--- config.mk ---
export PLATFORM = sky130hd
export DESIGN_NAME = bca_div
export DESIGN_NICKNAME = d
export VERILOG_FILES = /design/src/hw/rtl/bca_pkg.sv /design/src/hw/rtl/bca_div.sv
export SDC_FILE = /design/constraint.sdc
export NUM_CORES = 1
export LEC_CHECK = 0
export BUFFER_PORTS_ARGS = -buffer_cell sky130_fd_sc_hd__buf_2
export CORE_UTILIZATION = 30
export DETAILED_ROUTE_END_ITERATION = 16
export MAX_ROUTING_LAYER = met4
export PLACE_DENSITY = 0.53
export SLEW_MARGIN = 15
export SYNTH_ARGS = -nofsm -noshare
export SYNTH_HDL_FRONTEND = slang
export SYNTH_SLANG_ARGS = --single-unit
--- constraint.sdc ---
create_clock -name clock -period 2.9 [get_ports clock]
set_input_delay 0.58 -clock clock [delete_from_list [all_inputs] [get_ports clock]]
set_output_delay 0.58 -clock clock [all_outputs]
set_load 0.01 [all_outputs]
--- src/hw/rtl/bca_pkg.sv ---
// shared types and constants of the block chain allocator
package bca_pkg;

   localparam logic [2:0] OP_ALLOC = 3'd0;
   localparam logic [2:0] OP_FREE  = 3'd1;
   localparam logic [2:0] OP_CHECK = 3'd2;
   localparam logic [2:0] OP_READ  = 3'd3;
   localparam logic [2:0] OP_LOAD  = 3'd4;

   localparam logic [2:0] ST_OK      = 3'd0;
   localparam logic [2:0] ST_FULL    = 3'd1;
   localparam logic [2:0] ST_BADLINK = 3'd2;
   localparam logic [2:0] ST_FREEIN  = 3'd3;
   localparam logic [2:0] ST_SHORT   = 3'd4;
   localparam logic [2:0] ST_RANGE   = 3'd5;

   localparam logic [11:0] LINK_END     = 12'h001;
   localparam logic [11:0] LINK_END_ALT = 12'hFFF;
   localparam logic [12:0] MAX_BLOCKS   = 13'd4094;

   localparam logic [11:0] NB_RESET   = 12'd391;
   localparam logic [20:0] BB_RESET   = 21'd1024;
   localparam logic [20:0] BB_DEFAULT = 21'd512;

   localparam logic CSR_NUM_BLOCKS  = 1'b0;
   localparam logic CSR_BLOCK_BYTES = 1'b1;

   typedef struct packed {
      logic        we;
      logic [11:0] waddr;
      logic [11:0] wdata;
      logic [11:0] raddr;
   } map_port_type;

endpackage

--- src/hw/rtl/bca_div.sv ---
// bit-serial divider giving the rounded-up block count of a byte length
module bca_div import bca_pkg::*; (
   input  logic        clock,
   input  logic        reset,
   input  logic        start,
   input  logic [31:0] dividend,
   input  logic [20:0] divisor,
   output logic        done,
   output logic [32:0] need
);
   logic [31:0] quo_ff, quo_in;
   logic [20:0] rem_ff, rem_in;
   logic [20:0] div_ff, div_in;
   logic [4:0]  cnt_ff, cnt_in;
   logic        busy_ff, busy_in;
   logic        done_ff, done_in;
   logic [21:0] shifted;
   logic [21:0] diff;
   logic        ge;

   always_comb begin
      shifted = {rem_ff, quo_ff[31]};
      diff    = shifted - {1'b0, div_ff};
      ge      = shifted >= {1'b0, div_ff};
      quo_in  = quo_ff;
      rem_in  = rem_ff;
      div_in  = div_ff;
      cnt_in  = cnt_ff;
      busy_in = busy_ff;
      done_in = 1'b0;
      if (start) begin
         quo_in  = dividend;
         rem_in  = '0;
         div_in  = divisor;
         cnt_in  = '0;
         busy_in = 1'b1;
      end else if (busy_ff) begin
         quo_in = {quo_ff[30:0], ge};
         rem_in = ge ? diff[20:0] : shifted[20:0];
         cnt_in = cnt_ff + 5'd1;
         if (cnt_ff == 5'd31) begin
            busy_in = 1'b0;
            done_in = 1'b1;
         end
      end
   end

   always_ff @(posedge clock) begin
      if (reset) begin
         busy_ff <= 1'b0;
         done_ff <= 1'b0;
      end else begin
         busy_ff <= busy_in;
         done_ff <= done_in;
      end
      quo_ff <= quo_in;
      rem_ff <= rem_in;
      div_ff <= div_in;
      cnt_ff <= cnt_in;
   end

   assign done = done_ff;
   assign need = {1'b0, quo_ff} + {32'd0, (rem_ff != '0)};
endmodule

Yosys cells after proc, flatten, opt, wreduce, memory -nomap -nowiden
Index checks and enable logic that the tools add are counted.
{ "classes": {"n_addsub": 3, "order_cmp": 1, "n_eq_ne": 1, "n_mux": 7, "bitwise_logic": 1, "n_reduce_logical": 3} }
{ "op_table": {"columns": ["operator", "count"], "rows": [
  ["$mux W32", 2],
  ["$add A32 B1 Y33", 1],
  ["$ge A22 B21 Y1", 1],
  ["$mux W21", 1],
  ["$reduce_bool A21 Y1", 1],
  ["$sub A21 B21 Y21", 1],
  ["$add A5 B1 Y5 const B", 1],
  ["$eq A5 B5 Y1 const B", 1],
  ["$mux W1", 4],
  ["$reduce_or A3 Y1", 1],
  ["$reduce_bool A2 Y1", 1],
  ["$not A1 Y1", 1]
]} }
{ "word_totals": {"regBits": 81, "inputBits": 56, "output_inout_bits": 34, "elab_cells": 22} }

Logic depth before layout (Yosys ltp)
{ "depth": {"depth_word": 4, "mapped_depth": 12, "depth_no_buf": 11} }

Worst setup path after synthesis
No wires, ideal clock.
{ "synth_path": {"kind": "register -> output", "start": "register rem_ff[1]", "end": "output port need[30]", "t_arrival_ns": 2.695, "required_time_ns": 2.320, "slack_ns": -0.375, "stages_incl_launch_ff": 12, "n_path_buf": 2, "cell_sequence": "dfxtp_1 -> or4_1 -> or4_1 -> ha_1 -> and4_1 -> buf_2 -> nand2_1 -> nor2_1 -> and4_1 -> clkbuf_2 -> and3_1 -> xor2_1"} }
{ "synth_between": {"elab_chain_cells": 2} }
{ "synth_lines": {"columns": ["element", "line", "text"], "rows": [
  ["start, declared", "bca_div.sv:12", "logic [20:0] rem_ff, rem_in;"],
  ["start signal, assigned", "bca_div.sv:57", "rem_ff <= rem_in;"],
  ["$reduce_bool A21 Y1", "bca_div.sv:63", "assign need = {1'b0, quo_ff} + {32'd0, (rem_ff != '0)};"],
  ["$add A32 B1 Y33", "bca_div.sv:63", null],
  ["end, declared", "bca_div.sv:9", "output logic [32:0] need"]
]} }
No other way between the ends.

Worst setup path in the final report
Ends and elaborated chain as after synthesis.

==> flow_summary.toml <==
[status]
status = "complete, but fails checks"
violations = "negative setup slack"

[clocking]
cts_buffer_depth = 2
cts.sinks = 81
root_buffer = "clkbuf_16"
clkTransAtPathRegs_ns = 0.06
clk_latency_ns = 0.35
cts_tree = "done"
htree_levels = 3
numCtsBuffers = 9

[floorplanning]
start_util = 0.312
die_w_um = 131
dieArea_mm2 = 0.0173
die_y_um = 131
fp-row-count = 46
core_area_mm2 = 0.0161
pin_count = 90

[finish]
fin_nets = 709
syn_to_final_growth_pct = 33.7
final_area_mm2 = 0.00672
final_util = 0.417
drive_gt1_frac = 0.400
final_cells = 849
fillers = 1584

[yosys]
async_flop_share = 0
synth_edf_count = 53
synth_mux_area_frac = 0.112
yosysTopAreaCellShare = 0.317
synthAdderAreaFrac = 0.0662
ys_seq_area_frac = 0.428
synth.cell_area_mm2 = 0.00503
synth_top_family_by_area = "simple AND/OR/NAND/NOR gates"
yosys-top-cells-area = "edfxtp_1 32%, dfxtp_1 11%, mux2_2 7.2%, xnor2_1 6.3%, ha_1 6.2%"
synth_common_cells = "53 x edfxtp_1, 44 x nand2_1, 36 x nor2_1, 36 x xnor2_1, 32 x mux2_2"
netlist_instances = 490
yosys.area_share.xor_xnor = 0.0836
synth_top_area_cell = "edfxtp_1"
synth_area_per_cell_um2 = 10.3
synth_compound_area_frac = 0.129
syn-num-nets = 572
synthSimpleGateAreaFrac = 0.141
yosysMostFrequentCell = "edfxtp_1"
yosys_register_bits = 81
yosysWarnings = 0
ys.flop_type = "edfxtp_1"
yosysUniqueCellTypes = 55

[worst_setup_path]
reg2reg_depth = 11
worst-setup-path-type = "reg -> out"
rrSetupSlack_ns = 0.12
worstSetupStartpointType = "register"
worstPathRequired_ns = 2.32
rr_endpoint = "quo_ff[0]"
cp_max_fo = 8
worstPathArrival_ns = 2.74
r2r-start = "quo_ff[31]"
end_kind = "output port"

[pwr]
peakVddDrop_v = 0.000258
leakagePower_nw = 2.78
power_density_mw_per_mm2 = 479

[drt]
drc = 0
ant_nets = 0
viasPerCell = 4.88
postRouteWirelength_um = 12600
vias = 4142
drt_iter0_markers = 164
wl_per_cell_um = 14.8
drt-pass1-iter-count = 4

[placed_design]
placed_area_mm2 = 0.00611
place_hpwl_um = 9510
numPortBuffers = 89
gp_congestion = 0.942
dp_cells = 823

[global_route]
antenna_found_initial = 1
track_usage = 0.155
grt_pass1_wl_um = 20600
grt_pass1_vias = 4178
grt.overflow.total = 0
grt_max_degree = 70

[sta]
holdWs_ns = 0.404
slew_headroom = 0.372
clock_skew_ns = 0.00457
finalSetupTns_ns = -8.55
grt_setup_unrepaired = "yes"
worst_slack_ns = -0.421
fmax_mhz = 301
hold_viol = 0
setup_viol = 30
period_minus_slack_ns = 3.32
layout_worst_path_cycle_share = 1.15
worst_pin_slew_ns = 0.938
maxSlewViolCount = 0

[min_path]
hp-class = "in -> reg"
hold_start = "divisor[9]"
holdPathEnd = "div_ff[9]"
hold_depth = 1

[job]
drv_cap = 0
-- stage by stage --
stage	setup WS (ns)	power, W
final	-0.421	0.00322
after global routing	-0.527	0.00338
after CTS	-0.429	0.00324
after detailed placement	-0.204	0.00208
after global placement	-0.150	0.00207
after floorplan	-0.141	0.00183
-- cell families after synthesis --
group	Yosys count
flops	81
compound gates	87
buf+inv	47
xor+xnor	48
mux	52
simple gates	149
fa+ha+maj	26
-- area by class of cell --
type                            instances  area [um2]  area share
Inverter                               30         113      0.0168
Antenna cell                            1        2.50    0.000372
Clock inverter                          6        50.0     0.00745
Tap cell                              216         270      0.0402
Timing Repair Buffer                  143         893       0.133
Multi-Input combinational cell        362        3000       0.446
Sequential cell                        81        2150       0.321
Clock buffer                           10         239      0.0356
-- critical path: stages, from the launching register on --
cell and delay [ns]:
dfxtp_2 0.32, or4_1 0.50, or4_4 0.47, ha_4 0.18, and4_4 0.18, nand2_4 0.06
nor2_4 0.03, and4_4 0.18, and3_4 0.18, xor2_2 0.13, buf_2 0.14
-- what timing repair did --
item | CTS | global route
pin swaps | 13 | 13
resized for setup | 38 | 20
hold endpoints to repair | 0 | 0
hold buffers | 0 | 0
endpoints found under the setup margin | 49 | 54
setup buffers | 7 | 5
-- worst max path at each step --
| stage | from | end | cells after the start |
|---|---|---|---|
| 6_report | rem_ff[1] | need[30] | 10 |
| 4_1_cts | rem_ff[1] | need[25] | 10 |
| 5_1_grt | rem_ff[16] | need[31] | 12 |
| 3_5_place_dp | rem_ff[4] | need[30] | 11 |
| 3_3_place_gp | rem_ff[12] | need[30] | 11 |
| 2_1_floorplan | rem_ff[1] | need[30] | 11 |
-- cell usage in the layout, fill, tap and decap left out, types with 11 or more instances in the layout --
cell / n
edfxtp_1: 53
a21oi_1: 19
buf_4: 46
xnor2_1: 24
mux2_2: 32
buf_2: 89
mux2i_1: 19
inv_1: 28
xnor2_2: 12
nor3_1: 11
ha_1: 22
nand2_1: 37
nor2_1: 33
dfxtp_1: 26
o21ai_0: 21
-- where the power goes --
part	total [W]	internal [W]	leakage (nW)	switching, W
clock network	0.00112	0.000614	0.138	0.000501
registers	0.00142	0.00133	0.757	0.0000843
logic	0.000686	0.000339	1.89	0.000347
-- state kept, by name, indices dropped and copies added (netlist names) --
name / flops
busy_ff: 1
cnt_ff: 5
div_ff: 21
done: 1
quo_ff: 32
rem_ff: 21
-- routing by layer --
metal  vias up  GRT usage  share of wire  wire [um]
li1       2062          -              -          -
met5         -          -              0          0
met1      1951      0.182           0.45       5690
met3        20     0.0421          0.046        576
met4         0     0.0549          0.020        254
met2       109      0.253           0.48       6070
No activity file was read; power rests on OpenSTA's default activity.
